==> src/jmdp_pkg.sv <==
// Package for the JPEG MCU block sequencer with DC prediction.
// Holds field widths, register indexes, request codes and geometry decoding.
// No dependencies.
package jmdp_pkg;

    localparam int DEF_MAX_SLOTS  = 4;
    localparam int DEF_COORD_BITS = 13;
    localparam int DEF_DC_BITS    = 16;

    localparam int CFG_IDX_W  = 3;
    localparam int CFG_DATA_W = 32;
    localparam int SCAN_W     = 3;
    localparam int MCU_COLS_W = 14;
    localparam int GEOM_W     = 32;
    localparam int SUB_W      = 3;
    localparam int BX_W       = 13;
    localparam int LIN_BITS   = 26;

    localparam int REQ_TYPE_W = 2;
    localparam int DC_W       = 16;
    localparam int SLOT_OUT_W = 2;
    localparam int COL_OUT_W  = 13;
    localparam int ROW_OUT_W  = 13;

    localparam logic [CFG_IDX_W-1:0] REG_SCAN_COMPONENTS = 3'd0;
    localparam logic [CFG_IDX_W-1:0] REG_MCU_COLUMNS     = 3'd1;
    localparam logic [CFG_IDX_W-1:0] REG_SLOT0_GEOMETRY  = 3'd2;

    localparam logic [SCAN_W-1:0]     SCAN_COMPONENTS_RESET = 3'd1;
    localparam logic [MCU_COLS_W-1:0] MCU_COLUMNS_RESET     = 14'd1;
    localparam logic [GEOM_W-1:0]     GEOM_RESET            = 32'h0008_0049;
    localparam logic [LIN_BITS-1:0]   GEOM_RESET_AREA       =
        LIN_BITS'(GEOM_RESET[18:6]) * LIN_BITS'(GEOM_RESET[31:19]);

    typedef enum logic [REQ_TYPE_W-1:0] {
        REQ_START   = 2'd0,
        REQ_RESTART = 2'd1,
        REQ_BLOCK   = 2'd2
    } req_type_t;

    function automatic logic [SUB_W-1:0] geom_h(input logic [GEOM_W-1:0] g);
        return (g[2:0] == '0) ? SUB_W'(1) : g[2:0];
    endfunction

    function automatic logic [SUB_W-1:0] geom_v(input logic [GEOM_W-1:0] g);
        return (g[5:3] == '0) ? SUB_W'(1) : g[5:3];
    endfunction

    function automatic logic [BX_W-1:0] geom_bx(input logic [GEOM_W-1:0] g);
        return g[18:6];
    endfunction

    function automatic logic [BX_W-1:0] geom_by(input logic [GEOM_W-1:0] g);
        return g[31:19];
    endfunction

endpackage

==> src/jmdp_if.sv <==
// Channel interfaces of the JPEG MCU block sequencer: request and result.
// Depends on jmdp_pkg for field widths.
interface jmdp_item_if;
    import jmdp_pkg::*;
    logic                         valid;
    logic                         ready;
    logic [REQ_TYPE_W-1:0]        req_type;
    logic signed [DC_W-1:0]       dc_diff;

    modport source (output valid, output req_type, output dc_diff, input ready);
    modport sink   (input valid, input req_type, input dc_diff, output ready);
endinterface

interface jmdp_result_if;
    import jmdp_pkg::*;
    logic                         valid;
    logic                         ready;
    logic [SLOT_OUT_W-1:0]        slot;
    logic [COL_OUT_W-1:0]         block_col;
    logic [ROW_OUT_W-1:0]         block_row;
    logic [LIN_BITS-1:0]          block_index;
    logic signed [DC_W-1:0]       dc_value;
    logic                         past_end;
    logic                         mcu_last;

    modport source (output valid, output slot, output block_col, output block_row,
                    output block_index, output dc_value, output past_end,
                    output mcu_last, input ready);
    modport sink   (input valid, input slot, input block_col, input block_row,
                    input block_index, input dc_value, input past_end,
                    input mcu_last, output ready);
endinterface

==> src/jpeg_mcu_block_sequencer_dc_predict_top.sv <==
// JPEG baseline MCU block sequencer with per-slot DC prediction.
// Pipeline: an accepted block is registered in the first stage, then in the output register.
// Throughput: one transaction per cycle while the result channel is ready. After each configuration
// write the request channel holds ready low while a bit-serial divider rebuilds the
// single-component column and row counters from the linear block count.
// Reset: asynchronous, active low; restores configuration defaults, clears predictors and counters.
module jpeg_mcu_block_sequencer_dc_predict_top #(
    parameter int MAX_SLOTS  = jmdp_pkg::DEF_MAX_SLOTS,
    parameter int COORD_BITS = jmdp_pkg::DEF_COORD_BITS,
    parameter int DC_BITS    = jmdp_pkg::DEF_DC_BITS
) (
    input  logic                            clk,
    input  logic                            rst_n,
    input  logic                            cfg_we,
    input  logic [jmdp_pkg::CFG_IDX_W-1:0]  cfg_index,
    input  logic [jmdp_pkg::CFG_DATA_W-1:0] cfg_data,
    jmdp_item_if.sink                       item,
    jmdp_result_if.source                   result
);
    import jmdp_pkg::*;

    localparam int SLOT_W = (MAX_SLOTS > 1) ? $clog2(MAX_SLOTS) : 1;
    localparam int POS_W  = (COORD_BITS + SUB_W > COL_OUT_W) ? COORD_BITS + SUB_W : COL_OUT_W;
    localparam int MUL_W  = POS_W + BX_W;
    localparam int CNT_W  = $clog2(LIN_BITS + 1);

    // configuration
    logic [SCAN_W-1:0]     scan_comp_reg;
    logic [MCU_COLS_W-1:0] mcu_columns_reg;
    logic [GEOM_W-1:0]     geom_reg [MAX_SLOTS];
    logic [LIN_BITS-1:0]   area_reg;

    always_ff @(posedge clk or negedge rst_n)
    begin
        if (!rst_n)
        begin
            scan_comp_reg   <= SCAN_COMPONENTS_RESET;
            mcu_columns_reg <= MCU_COLUMNS_RESET;
            for (int k = 0; k < MAX_SLOTS; k++)
            begin
                geom_reg[k] <= GEOM_RESET;
            end
            area_reg        <= GEOM_RESET_AREA;
        end
        else
        begin
            if (cfg_we)
            begin
                case (cfg_index)
                    REG_SCAN_COMPONENTS: scan_comp_reg   <= cfg_data[SCAN_W-1:0];
                    REG_MCU_COLUMNS:     mcu_columns_reg <= cfg_data[MCU_COLS_W-1:0];
                    default:
                    begin
                        for (int k = 0; k < MAX_SLOTS; k++)
                        begin
                            if (cfg_index == CFG_IDX_W'(REG_SLOT0_GEOMETRY + k))
                            begin
                                geom_reg[k] <= cfg_data;
                            end
                        end
                    end
                endcase
            end
            area_reg <= LIN_BITS'(geom_bx(geom_reg[0])) * LIN_BITS'(geom_by(geom_reg[0]));
        end
    end

    // state
    logic [DC_BITS-1:0]    pred_reg [MAX_SLOTS];
    logic [DC_BITS-1:0]    pred_next [MAX_SLOTS];
    logic [COORD_BITS-1:0] mcu_col_reg, mcu_col_next;
    logic [COORD_BITS-1:0] mcu_row_reg, mcu_row_next;
    logic [SLOT_W-1:0]     slot_pos_reg, slot_pos_next;
    logic [SUB_W-1:0]      sub_h_reg, sub_h_next;
    logic [SUB_W-1:0]      sub_v_reg, sub_v_next;
    logic [LIN_BITS-1:0]   lin_reg, lin_next;
    logic [BX_W-1:0]       lcol_reg, lcol_next;
    logic [ROW_OUT_W-1:0]  lrow_reg, lrow_next;

    // divider pass
    logic                  busy_reg, busy_next;
    logic [CNT_W-1:0]      cnt_reg, cnt_next;
    logic [LIN_BITS-1:0]   num_reg, num_next;
    logic [BX_W-1:0]       rem_reg, rem_next;
    logic [ROW_OUT_W-1:0]  quo_reg, quo_next;
    logic [BX_W:0]         trial;
    logic                  qbit;

    // pipeline
    logic                  s1_valid_reg, s1_valid_next;
    logic [SLOT_OUT_W-1:0] s1_slot_reg;
    logic [POS_W-1:0]      s1_col_reg, s1_row_reg;
    logic [BX_W-1:0]       s1_bx_reg;
    logic                  s1_lin_mode_reg;
    logic [LIN_BITS-1:0]   s1_lin_reg;
    logic signed [DC_W-1:0] s1_dc_reg;
    logic                  s1_past_reg, s1_last_reg;
    logic                  out_valid_reg, out_valid_next;
    logic                  out_free, s1_free, accept, produce;

    // item decode
    logic [SCAN_W-1:0]     ns_eff;
    logic                  lin_mode;
    logic [GEOM_W-1:0]     g_sel;
    logic [SUB_W-1:0]      h_sel, v_sel;
    logic [BX_W-1:0]       bx_sel, by_sel, bx0;
    logic [POS_W-1:0]      m_col, m_row, l_col, l_row;
    logic [SLOT_W-1:0]     pslot;
    logic [DC_BITS-1:0]    dc_sum;
    logic [SUB_W-1:0]      sub_h_inc, sub_v_inc;
    logic [MCU_COLS_W-1:0] nc;
    logic                  mcu_end;

    assign out_free   = !out_valid_reg || result.ready;
    assign s1_free    = !s1_valid_reg || out_free;
    assign item.ready = s1_free && !busy_reg;
    assign accept     = item.valid && item.ready;

    assign ns_eff   = (scan_comp_reg > SCAN_W'(MAX_SLOTS)) ? SCAN_W'(MAX_SLOTS) : scan_comp_reg;
    assign lin_mode = (ns_eff == SCAN_W'(1));
    assign produce  = accept && (item.req_type == REQ_BLOCK) && (ns_eff != '0);

    assign g_sel  = geom_reg[slot_pos_reg];
    assign h_sel  = geom_h(g_sel);
    assign v_sel  = geom_v(g_sel);
    assign bx_sel = geom_bx(g_sel);
    assign by_sel = geom_by(g_sel);
    assign bx0    = geom_bx(geom_reg[0]);

    assign m_col = POS_W'(mcu_col_reg) * POS_W'(h_sel) + POS_W'(sub_h_reg);
    assign m_row = POS_W'(mcu_row_reg) * POS_W'(v_sel) + POS_W'(sub_v_reg);
    assign l_col = (bx0 == '0) ? '0 : POS_W'(lcol_reg);
    assign l_row = (bx0 == '0) ? POS_W'(lin_reg[ROW_OUT_W-1:0]) : POS_W'(lrow_reg);

    assign pslot  = lin_mode ? '0 : slot_pos_reg;
    assign dc_sum = DC_BITS'(item.dc_diff) + pred_reg[pslot];

    assign sub_h_inc = sub_h_reg + 1'b1;
    assign sub_v_inc = sub_v_reg + 1'b1;
    assign nc        = MCU_COLS_W'(mcu_col_reg) + 1'b1;
    assign mcu_end   = (sub_h_inc >= h_sel) && (sub_v_inc >= v_sel)
                       && (SCAN_W'(slot_pos_reg) + 1'b1 >= ns_eff);

    assign trial = {rem_reg, num_reg[LIN_BITS-1]};
    assign qbit  = (trial >= (BX_W+1)'(bx0));

    always_comb
    begin
        pred_next     = pred_reg;
        mcu_col_next  = mcu_col_reg;
        mcu_row_next  = mcu_row_reg;
        slot_pos_next = slot_pos_reg;
        sub_h_next    = sub_h_reg;
        sub_v_next    = sub_v_reg;
        lin_next      = lin_reg;
        lcol_next     = lcol_reg;
        lrow_next     = lrow_reg;
        busy_next     = busy_reg;
        cnt_next      = cnt_reg;
        num_next      = num_reg;
        rem_next      = rem_reg;
        quo_next      = quo_reg;

        if (busy_reg)
        begin
            rem_next = qbit ? BX_W'(trial - (BX_W+1)'(bx0)) : BX_W'(trial);
            quo_next = {quo_reg[ROW_OUT_W-2:0], qbit};
            num_next = {num_reg[LIN_BITS-2:0], 1'b0};
            cnt_next = cnt_reg + 1'b1;
            if (cnt_reg == CNT_W'(LIN_BITS - 1))
            begin
                busy_next = 1'b0;
                lcol_next = rem_next;
                lrow_next = quo_next;
            end
        end

        if (cfg_we)
        begin
            busy_next = 1'b1;
            cnt_next  = '0;
            num_next  = lin_reg;
            rem_next  = '0;
        end

        if (accept)
        begin
            case (item.req_type)
                REQ_START:
                begin
                    for (int k = 0; k < MAX_SLOTS; k++)
                    begin
                        pred_next[k] = '0;
                    end
                    mcu_col_next  = '0;
                    mcu_row_next  = '0;
                    slot_pos_next = '0;
                    sub_h_next    = '0;
                    sub_v_next    = '0;
                    lin_next      = '0;
                    lcol_next     = '0;
                    lrow_next     = '0;
                end
                REQ_RESTART:
                begin
                    for (int k = 0; k < MAX_SLOTS; k++)
                    begin
                        pred_next[k] = '0;
                    end
                end
                REQ_BLOCK:
                begin
                    if (ns_eff != '0)
                    begin
                        pred_next[pslot] = dc_sum;
                        if (lin_mode)
                        begin
                            if (&lin_reg)
                            begin
                                lin_next  = '0;
                                lcol_next = '0;
                                lrow_next = '0;
                            end
                            else
                            begin
                                lin_next = lin_reg + 1'b1;
                                if ((BX_W+1)'(lcol_reg) + 1'b1 >= (BX_W+1)'(bx0))
                                begin
                                    lcol_next = '0;
                                    lrow_next = lrow_reg + 1'b1;
                                end
                                else
                                begin
                                    lcol_next = lcol_reg + 1'b1;
                                end
                            end
                        end
                        else
                        begin
                            sub_h_next = sub_h_inc;
                            if (sub_h_inc >= h_sel)
                            begin
                                sub_h_next = '0;
                                sub_v_next = sub_v_inc;
                                if (sub_v_inc >= v_sel)
                                begin
                                    sub_v_next = '0;
                                    if (mcu_end)
                                    begin
                                        slot_pos_next = '0;
                                        if (nc >= mcu_columns_reg || (&mcu_col_reg))
                                        begin
                                            mcu_col_next = '0;
                                            mcu_row_next = mcu_row_reg + 1'b1;
                                        end
                                        else
                                        begin
                                            mcu_col_next = COORD_BITS'(nc);
                                        end
                                    end
                                    else
                                    begin
                                        slot_pos_next = slot_pos_reg + 1'b1;
                                    end
                                end
                            end
                        end
                    end
                end
                default:
                begin
                end
            endcase
        end
    end

    always_comb
    begin
        s1_valid_next = produce ? 1'b1 : (out_free ? 1'b0 : s1_valid_reg);
        out_valid_next = (s1_valid_reg && out_free) ? 1'b1
                       : (result.ready ? 1'b0 : out_valid_reg);
    end

    always_ff @(posedge clk or negedge rst_n)
    begin
        if (!rst_n)
        begin
            for (int k = 0; k < MAX_SLOTS; k++)
            begin
                pred_reg[k] <= '0;
            end
            mcu_col_reg   <= '0;
            mcu_row_reg   <= '0;
            slot_pos_reg  <= '0;
            sub_h_reg     <= '0;
            sub_v_reg     <= '0;
            lin_reg       <= '0;
            lcol_reg      <= '0;
            lrow_reg      <= '0;
            busy_reg      <= 1'b0;
            cnt_reg       <= '0;
            num_reg       <= '0;
            rem_reg       <= '0;
            quo_reg       <= '0;
            s1_valid_reg  <= 1'b0;
            out_valid_reg <= 1'b0;
        end
        else
        begin
            pred_reg      <= pred_next;
            mcu_col_reg   <= mcu_col_next;
            mcu_row_reg   <= mcu_row_next;
            slot_pos_reg  <= slot_pos_next;
            sub_h_reg     <= sub_h_next;
            sub_v_reg     <= sub_v_next;
            lin_reg       <= lin_next;
            lcol_reg      <= lcol_next;
            lrow_reg      <= lrow_next;
            busy_reg      <= busy_next;
            cnt_reg       <= cnt_next;
            num_reg       <= num_next;
            rem_reg       <= rem_next;
            quo_reg       <= quo_next;
            s1_valid_reg  <= s1_valid_next;
            out_valid_reg <= out_valid_next;
        end
    end

    // first stage payload: position, predicted DC and flags
    always_ff @(posedge clk)
    begin
        if (produce)
        begin
            s1_lin_mode_reg <= lin_mode;
            s1_lin_reg      <= lin_reg;
            s1_dc_reg       <= DC_W'(signed'(dc_sum));
            if (lin_mode)
            begin
                s1_slot_reg <= '0;
                s1_col_reg  <= l_col;
                s1_row_reg  <= l_row;
                s1_bx_reg   <= bx0;
                s1_past_reg <= (lin_reg >= area_reg);
                s1_last_reg <= 1'b1;
            end
            else
            begin
                s1_slot_reg <= SLOT_OUT_W'(slot_pos_reg);
                s1_col_reg  <= m_col;
                s1_row_reg  <= m_row;
                s1_bx_reg   <= bx_sel;
                s1_past_reg <= (m_col >= POS_W'(bx_sel)) || (m_row >= POS_W'(by_sel));
                s1_last_reg <= mcu_end;
            end
        end
    end

    // second stage: block index, then hold for the result transaction
    logic [MUL_W-1:0]    idx_prod;
    logic [LIN_BITS-1:0] idx_val;

    assign idx_prod = MUL_W'(s1_row_reg) * MUL_W'(s1_bx_reg);
    assign idx_val  = s1_lin_mode_reg ? s1_lin_reg
                                      : LIN_BITS'(idx_prod + MUL_W'(s1_col_reg));

    logic [SLOT_OUT_W-1:0]  out_slot_reg;
    logic [COL_OUT_W-1:0]   out_col_reg;
    logic [ROW_OUT_W-1:0]   out_row_reg;
    logic [LIN_BITS-1:0]    out_idx_reg;
    logic signed [DC_W-1:0] out_dc_reg;
    logic                   out_past_reg, out_last_reg;

    always_ff @(posedge clk)
    begin
        if (s1_valid_reg && out_free)
        begin
            out_slot_reg <= s1_slot_reg;
            out_col_reg  <= COL_OUT_W'(s1_col_reg);
            out_row_reg  <= ROW_OUT_W'(s1_row_reg);
            out_idx_reg  <= idx_val;
            out_dc_reg   <= s1_dc_reg;
            out_past_reg <= s1_past_reg;
            out_last_reg <= s1_last_reg;
        end
    end

    assign result.valid       = out_valid_reg;
    assign result.slot        = out_slot_reg;
    assign result.block_col   = out_col_reg;
    assign result.block_row   = out_row_reg;
    assign result.block_index = out_idx_reg;
    assign result.dc_value    = out_dc_reg;
    assign result.past_end    = out_past_reg;
    assign result.mcu_last    = out_last_reg;

endmodule

==> src/flat_wrapper.sv <==
// flat-port wrapper written by rule: the top's interface ports become plain ports
module jpeg_mcu_block_sequencer_dc_predict_top_flat import jmdp_pkg::*;
#(
    parameter int MAX_SLOTS  = jmdp_pkg::DEF_MAX_SLOTS,
    parameter int COORD_BITS = jmdp_pkg::DEF_COORD_BITS,
    parameter int DC_BITS    = jmdp_pkg::DEF_DC_BITS
)
  (clk, rst_n, cfg_we, cfg_index, cfg_data, item_valid, item_req_type, item_dc_diff, item_ready, result_valid, result_slot, result_block_col, result_block_row, result_block_index, result_dc_value, result_past_end, result_mcu_last, result_ready);
  jmdp_item_if item_i ();
  jmdp_result_if result_i ();
  input  logic clk;
  input  logic rst_n;
  input  logic cfg_we;
  input  logic [jmdp_pkg::CFG_IDX_W-1:0] cfg_index;
  input  logic [jmdp_pkg::CFG_DATA_W-1:0] cfg_data;
  input wire logic [$bits(item_i.valid)-1:0] item_valid;
  input wire logic [$bits(item_i.req_type)-1:0] item_req_type;
  input wire logic [$bits(item_i.dc_diff)-1:0] item_dc_diff;
  output wire logic [$bits(item_i.ready)-1:0] item_ready;
  output wire logic [$bits(result_i.valid)-1:0] result_valid;
  output wire logic [$bits(result_i.slot)-1:0] result_slot;
  output wire logic [$bits(result_i.block_col)-1:0] result_block_col;
  output wire logic [$bits(result_i.block_row)-1:0] result_block_row;
  output wire logic [$bits(result_i.block_index)-1:0] result_block_index;
  output wire logic [$bits(result_i.dc_value)-1:0] result_dc_value;
  output wire logic [$bits(result_i.past_end)-1:0] result_past_end;
  output wire logic [$bits(result_i.mcu_last)-1:0] result_mcu_last;
  input wire logic [$bits(result_i.ready)-1:0] result_ready;
  assign item_i.valid = item_valid;
  assign item_i.req_type = item_req_type;
  assign item_i.dc_diff = item_dc_diff;
  assign item_ready = item_i.ready;
  assign result_valid = result_i.valid;
  assign result_slot = result_i.slot;
  assign result_block_col = result_i.block_col;
  assign result_block_row = result_i.block_row;
  assign result_block_index = result_i.block_index;
  assign result_dc_value = result_i.dc_value;
  assign result_past_end = result_i.past_end;
  assign result_mcu_last = result_i.mcu_last;
  assign result_i.ready = result_ready;
  jpeg_mcu_block_sequencer_dc_predict_top #(.MAX_SLOTS(MAX_SLOTS), .COORD_BITS(COORD_BITS), .DC_BITS(DC_BITS)) u_core (.clk(clk), .rst_n(rst_n), .cfg_we(cfg_we), .cfg_index(cfg_index), .cfg_data(cfg_data), .item(item_i), .result(result_i));
endmodule
==> config.mk <==
export PLATFORM = sky130hd
export DESIGN_NAME = jpeg_mcu_block_sequencer_dc_predict_top_flat
export DESIGN_NICKNAME = d
export VERILOG_FILES = /design/src/jmdp_pkg.sv /design/src/jmdp_if.sv /design/src/jpeg_mcu_block_sequencer_dc_predict_top.sv /design/src/flat_wrapper.sv
export SDC_FILE = /design/constraint.sdc
export NUM_CORES = 2
export LEC_CHECK = 0
export ABC_AREA = 1
export BUFFER_PORTS_ARGS = -buffer_cell sky130_fd_sc_hd__buf_4
export CAP_MARGIN = 20
export CORE_ASPECT_RATIO = 1.2
export CORE_MARGIN = 5
export CORE_UTILIZATION = 35
export DETAILED_ROUTE_END_ITERATION = 6
export PLACE_DENSITY = 0.59
export SYNTH_ARGS = -nofsm -noshare
export SYNTH_HDL_FRONTEND = slang
export SYNTH_SLANG_ARGS = --single-unit
==> constraint.sdc <==
create_clock -name clk -period 5.6 [get_ports clk]
set_input_delay 0.56 -clock clk [delete_from_list [all_inputs] [get_ports clk]]
set_output_delay 0.56 -clock clk [all_outputs]
set_load 0.05 [all_outputs]
# Word level (Yosys, flattened, before mapping)
# Index checks and enable logic that the tools add are counted.
# Widths: inputs -> output; s select.
[word_totals]
reg_bits = 544
in_bits = 58
output_inout_bits = 74
wordCells = 222
[classes]
add_sub_neg = 16
mul = 4
magnitude_cmp = 13
n_eq_ne = 16
mux = 85
bitwise = 3
n_reduce_logical = 43
[op_table]
columns = ["cell", "n"]
rows = [
  ["$mux 13", 32],
  ["$mux 26", 6],
  ["$pmux 64 s2", 1],
  ["$pmux 13 s2", 4],
  ["$mux 16", 5],
  ["$bmux 32 s2", 1],
  ["$bwmux 64", 1],
  ["$mux 32", 2],
  ["$mux 64", 1],
  ["$pmux 26 s2", 1],
  ["$add 13x1->13 const B", 3],
  ["$add 16x3->16", 2],
  ["$bmux 16 s2", 1],
  ["$demux 16 s2", 1],
  ["$ge 16x13->1", 2],
  ["$mul 13x3->16", 2],
  ["$mux 3", 10],
  ["$add 13x1->14 const B", 2],
  ["$ge 14x13->1", 2],
  ["$add 26x1->26 const B", 1],
  ["$add 26x16->26", 1],
  ["$ge 26x26->1", 1],
  ["$mul 13x13->26", 1],
  ["$mul 16x13->26", 1],
  ["44 further kinds", 96],
]

# Depth between registers and ports, before layout
[depth]
depth_word = 15
mapped_depth = 30
mapped_depth_nobuf = 29

# Least setup slack after synthesis
# OpenSTA, ideal clock, no wires.
[synth_path]
kind = "reg-to-reg"
start = "reg u_core.out_valid_reg, in the netlist u_core.result.valid"
end = "reg u_core.s1_bx_reg[0], enable pin"
setup_ns = 0.544
arrival_ns = 5.229
t_required_ns = 5.056
slack_ns = -0.172
path_stages_with_launch = 9
path_buffers = 1
synth_period_minus_slack_ns = 5.772
cell_sequence = "dfrtp_1 > nand2_1 > nor2_1 > nor3_2 > inv_1 > nor2_1 > inv_1 > clkbuf_1 > nor2_1"
[synth_between]
elab_chain_cells = 7
[synth_rtl]
columns = ["element", "line_no", "text"]
rows = [
  ["start: declaration", "jpeg_mcu_block_sequencer_dc_predict_top.sv:98", "logic out_valid_reg, out_valid_next;"],
  ["start signal: assignment", "jpeg_mcu_block_sequencer_dc_predict_top.sv:325", "out_valid_reg <= out_valid_next;"],
  ["$logic_not 1->1", "jpeg_mcu_block_sequencer_dc_predict_top.sv:114", "assign out_free = !out_valid_reg || result.ready;"],
  ["$logic_or 1x1->1", "jpeg_mcu_block_sequencer_dc_predict_top.sv:114", ""],
  ["$logic_or 1x1->1", "jpeg_mcu_block_sequencer_dc_predict_top.sv:115", "assign s1_free = !s1_valid_reg || out_free;"],
  ["$logic_and 1x1->1", "jpeg_mcu_block_sequencer_dc_predict_top.sv:116", "assign item.ready = s1_free && !busy_reg;"],
  ["$logic_and 1x1->1", "jpeg_mcu_block_sequencer_dc_predict_top.sv:117", "assign accept = item.valid && item.ready;"],
  ["$logic_and 1x1->1 (2 in a row)", "jpeg_mcu_block_sequencer_dc_predict_top.sv:121", "assign produce = accept && (item.req_type == REQ_BLOCK) && (ns_eff != '0);"],
  ["net u_core.produce", "jpeg_mcu_block_sequencer_dc_predict_top.sv:99", "logic out_free, s1_free, accept, produce;"],
  ["end signal: assignment", "jpeg_mcu_block_sequencer_dc_predict_top.sv:351", "s1_bx_reg <= bx_sel;"],
  ["end: declaration", "jpeg_mcu_block_sequencer_dc_predict_top.sv:93", "logic [BX_W-1:0] s1_bx_reg;"],
]
# The timed path passes the listed nets, and every way through them passes these cells.
# A chain may end at the register's enable or synchronous reset.

# Final worst setup path
[layout_path]
start = "reg u_core.s1_row_reg[6]"
end = "reg u_core.out_idx_reg[20], in the netlist u_core.result.block_index[20] (data pin)"
[layout_between]
elab_chain_cells = 3
[layout_rtl]
columns = ["element", "line_no", "text"]
rows = [
  ["start: declaration", "jpeg_mcu_block_sequencer_dc_predict_top.sv:92", "logic [POS_W-1:0] s1_col_reg, s1_row_reg;"],
  ["start signal: assignment", "jpeg_mcu_block_sequencer_dc_predict_top.sv:341", "s1_row_reg <= l_row;"],
  ["start signal: assignment", "jpeg_mcu_block_sequencer_dc_predict_top.sv:350", "s1_row_reg <= m_row;"],
  ["$mul 16x13->26", "jpeg_mcu_block_sequencer_dc_predict_top.sv:362", "assign idx_prod = MUL_W'(s1_row_reg) * MUL_W'(s1_bx_reg);"],
  ["$add 26x16->26", "jpeg_mcu_block_sequencer_dc_predict_top.sv:364", ": LIN_BITS'(idx_prod + MUL_W'(s1_col_reg));"],
  ["$mux 26", "jpeg_mcu_block_sequencer_dc_predict_top.sv:363", "assign idx_val = s1_lin_mode_reg ? s1_lin_reg"],
  ["net u_core.idx_val[20]", "jpeg_mcu_block_sequencer_dc_predict_top.sv:360", "logic [LIN_BITS-1:0] idx_val;"],
  ["end signal: assignment", "jpeg_mcu_block_sequencer_dc_predict_top.sv:380", "out_idx_reg <= idx_val;"],
  ["end: declaration", "jpeg_mcu_block_sequencer_dc_predict_top.sv:369", "logic [LIN_BITS-1:0] out_idx_reg;"],
]
# The timed path passes the listed nets, and every way through them passes these cells.

==> impl_metrics.env <==
export IMPL_cp_start_kind="flop"
export IMPL_drt_iter0_drc=2455
export IMPL_synth_warnings=0
export IMPL_grt_pass1_wl_um=202000
export IMPL_synth_area_um2=42400
export IMPL_ys_seq_elements=544
export IMPL_status="finished with violations"
export IMPL_overflow=0
export IMPL_worstMarginPinSlew_ns=1.07
export IMPL_wire_per_inst_um=18.3
export IMPL_register_area_um2=14500
export IMPL_dr_pass1_iters=7
export IMPL_peakVddDrop_uv=305
export IMPL_met1_usage=0.254
export IMPL_clkSlewWorstSetupHoldPaths_ns=0.07
export IMPL_cts_sinks=544
export IMPL_drc=2
export IMPL_dieArea_um2=128000
export IMPL_grt_util_met3=0.0208
export IMPL_fin_ws_ns=-0.126
export IMPL_ios=132
export IMPL_ctsLongestPathBuffers=3
export IMPL_finalNetCount=6064
export IMPL_finalWorstPathRequiredPeriod_ns=5.73
export IMPL_ant_nets=0
export IMPL_antenna_found_initial=2
export IMPL_die_height_um=391
export IMPL_hold_class="input pin to flop"
export IMPL_cts_tree="done"
export IMPL_synthFlopType="dfrtp_1"
export IMPL_synthTopCellsByCount="1294 x nand2_1, 943 x inv_1, 361 x dfrtp_1"
export IMPL_largest_reg_flops=115
export IMPL_top_usage_layer="met2"
export IMPL_multi_input_area_um2=24400
export IMPL_hold_violations=0
export IMPL_rows=140
export IMPL_placed_area_um2=46000
export IMPL_fmax_mhz=175
export IMPL_grtUsageTotal=0.199
export IMPL_cts_root_buf="clkbuf_16"
export IMPL_skew_ns=0.0539
export IMPL_initial_core_util=0.351
export IMPL_synth_most_common_cell="nand2_1"
export IMPL_synthDominantCellAreaShare=0.213
export IMPL_rsz0062_at_grt="yes"
export IMPL_numPlacedInstances=6810
export IMPL_instances_no_fill=6976
export IMPL_ys_seq_area_frac=0.341
export IMPL_coreArea_um2=121000
export IMPL_syn_avg_cell_area_um2=8.26
export IMPL_synth_top_cell_by_area="dfrtp_1"
export IMPL_maxCapViolations=0
export IMPL_place_gp_congestion=0.951
export IMPL_met2_usage=0.351
export IMPL_synth_area_top_cells="dfrtp_1 21%, fa_1 15%, edfxtp_1 12%, nand2_1 11%, ha_1 9.8%"
export IMPL_leakage_nw=25.1
export IMPL_io_buffers=131
export IMPL_worstSetupPathType="flop to flop"
export IMPL_post_route_period_util=1.02
export IMPL_syn_inst=5135
export IMPL_drive_gt1_frac=0.134
export IMPL_synth_edf_count=164
export IMPL_htree_levels=2
export IMPL_dieWidth_um=328
export IMPL_setup_violations=6
export IMPL_total_power_mw=16.2
export IMPL_path_max_fanout=4
export IMPL_maxSlewHeadroom=0.287
export IMPL_dp_hpwl_um=97300
export IMPL_cts_buffers=60
export IMPL_area_growth_pct=16.5
export IMPL_p_per_area_nw_per_um2=327
export IMPL_arrival_ns=6.15
export IMPL_synth_distinct_cells=68
export IMPL_final_area_um2=49400
export IMPL_wirelength_um=128000
export IMPL_avgViaCountPerCell=5.03
export IMPL_grt_max_degree=150
export IMPL_synth_fp_nets=5839
export IMPL_cp_required_ns=6.02
export IMPL_fill_cells=12200
export IMPL_async_flop_share=0.699
export IMPL_slew_viol_final=0
export IMPL_grt_pass1_vias=35600
export IMPL_vias=35100
export IMPL_cp_end_kind="flop"
export IMPL_clock_latency_ns=0.67
export IMPL_violations="DRC, setup timing"
## critical path: stages, from the launching register on
cell,delay [ns]
edfxtp_1,0.45
buf_6,0.16
buf_6,0.11
nand2_2,0.05
inv_2,0.03
fa_1,0.48
inv_2,0.04
fa_1,0.48
inv_1,0.05
fa_1,0.49
inv_2,0.04
fa_1,0.50
inv_1,0.05
fa_1,0.52
inv_2,0.04
fa_1,0.52
inv_2,0.05
ha_4,0.25
nand2_4,0.10
inv_2,0.04
a21oi_2,0.14
nand2_1,0.07
nand2_1,0.07
nand3_2,0.12
a31o_4,0.27
or2_4,0.22
nand3_2,0.06
nand2_1,0.09
## layout make-up
class / count / share of cell area
timing repair buffer: 354 / 0.0573
multi-input combinational: 3434 / 0.494
antenna: 2 / 0.000101
sequential: 544 / 0.293
clock inverter: 40 / 0.00992
clock buffer: 74 / 0.0329
inverter: 966 / 0.0737
tap: 1562 / 0.0395
## what timing repair did
action,in CTS,in global routing
endpoints found under the setup margin,19,25
gates resized for setup,122,135
hold endpoints to repair,1,0
setup buffers,27,26
hold buffers,1,0
pin swaps,75,100
## power breakdown
group | total [mW] | internal (mW) | switching [mW] | leakage (nW)
clock network | 4.31 | 2.46 | 1.86 | 1.01
logic | 6.83 | 2.51 | 4.32 | 17.9
registers | 5.01 | 4.63 | 0.380 | 6.19
total | 16.2 | 9.60 | 6.56 | 25.1
## placed cells by master (no fill, tap or decap), drive strengths merged, types with 164 or more instances in the layout
cell type / n
fa: 313
ha: 333
o21ai: 388
nand2: 1300
nand3: 174
a21oi: 207
inv: 962
buf: 353
edfxtp: 164
nor2: 282
dfrtp: 361
## through the flow
stage          TNS (ns)  setup slack (ns)  hold slack (ns)   util
6_report         -0.381            -0.126            0.209  0.409
3_3_place_gp      -3.11            -0.271            0.401  0.381
4_1_cts          -0.443            -0.145            0.168  0.404
2_1_floorplan         0           0.00632            0.264      -
5_1_grt           -2.95            -0.320            0.196  0.409
3_5_place_dp      -3.44            -0.303            0.406  0.381
## final timing paths
| kind | start | end | slack (ns) | cells past startpoint |
|---|---|---|---|---|
| min in group asynchronous | rst_n | u_core.geom_reg[5] | 0.49 | 2 |
| max in group asynchronous | rst_n | u_core.area_reg[18] | 3.44 | 3 |
| min | result_ready | u_core.result.valid | 0.21 | 4 |
| min reg2reg | u_core.s1_dc_reg[4] | u_core.result.dc_value[4] | 0.42 | 0 |
| max | u_core.s1_row_reg[6] | u_core.result.block_index[20] | -0.13 | 27 |
| max reg2reg | u_core.s1_row_reg[6] | u_core.result.block_index[20] | -0.13 | 27 |
## routing by layer
metal,vias to the layer above,part of all wire
li1,16700,-
met1,17300,0.42
met2,864,0.49
met3,222,0.044
met4,0,0.043
met5,-,0
## logic make-up after synthesis
logic type | after synthesis | synth area share
and+or+nand+nor | 1898 | 0.185
DFF | 544 | 0.341
xor gates and xnor gates | 104 | 0.0215
muxes | 2 | 0.000472
adders and majority gates | 646 | 0.246
buffers and inverters | 1157 | 0.104
AOI/OAI and AO/OA | 784 | 0.103
No activity file was read; power rests on OpenSTA's default activity.
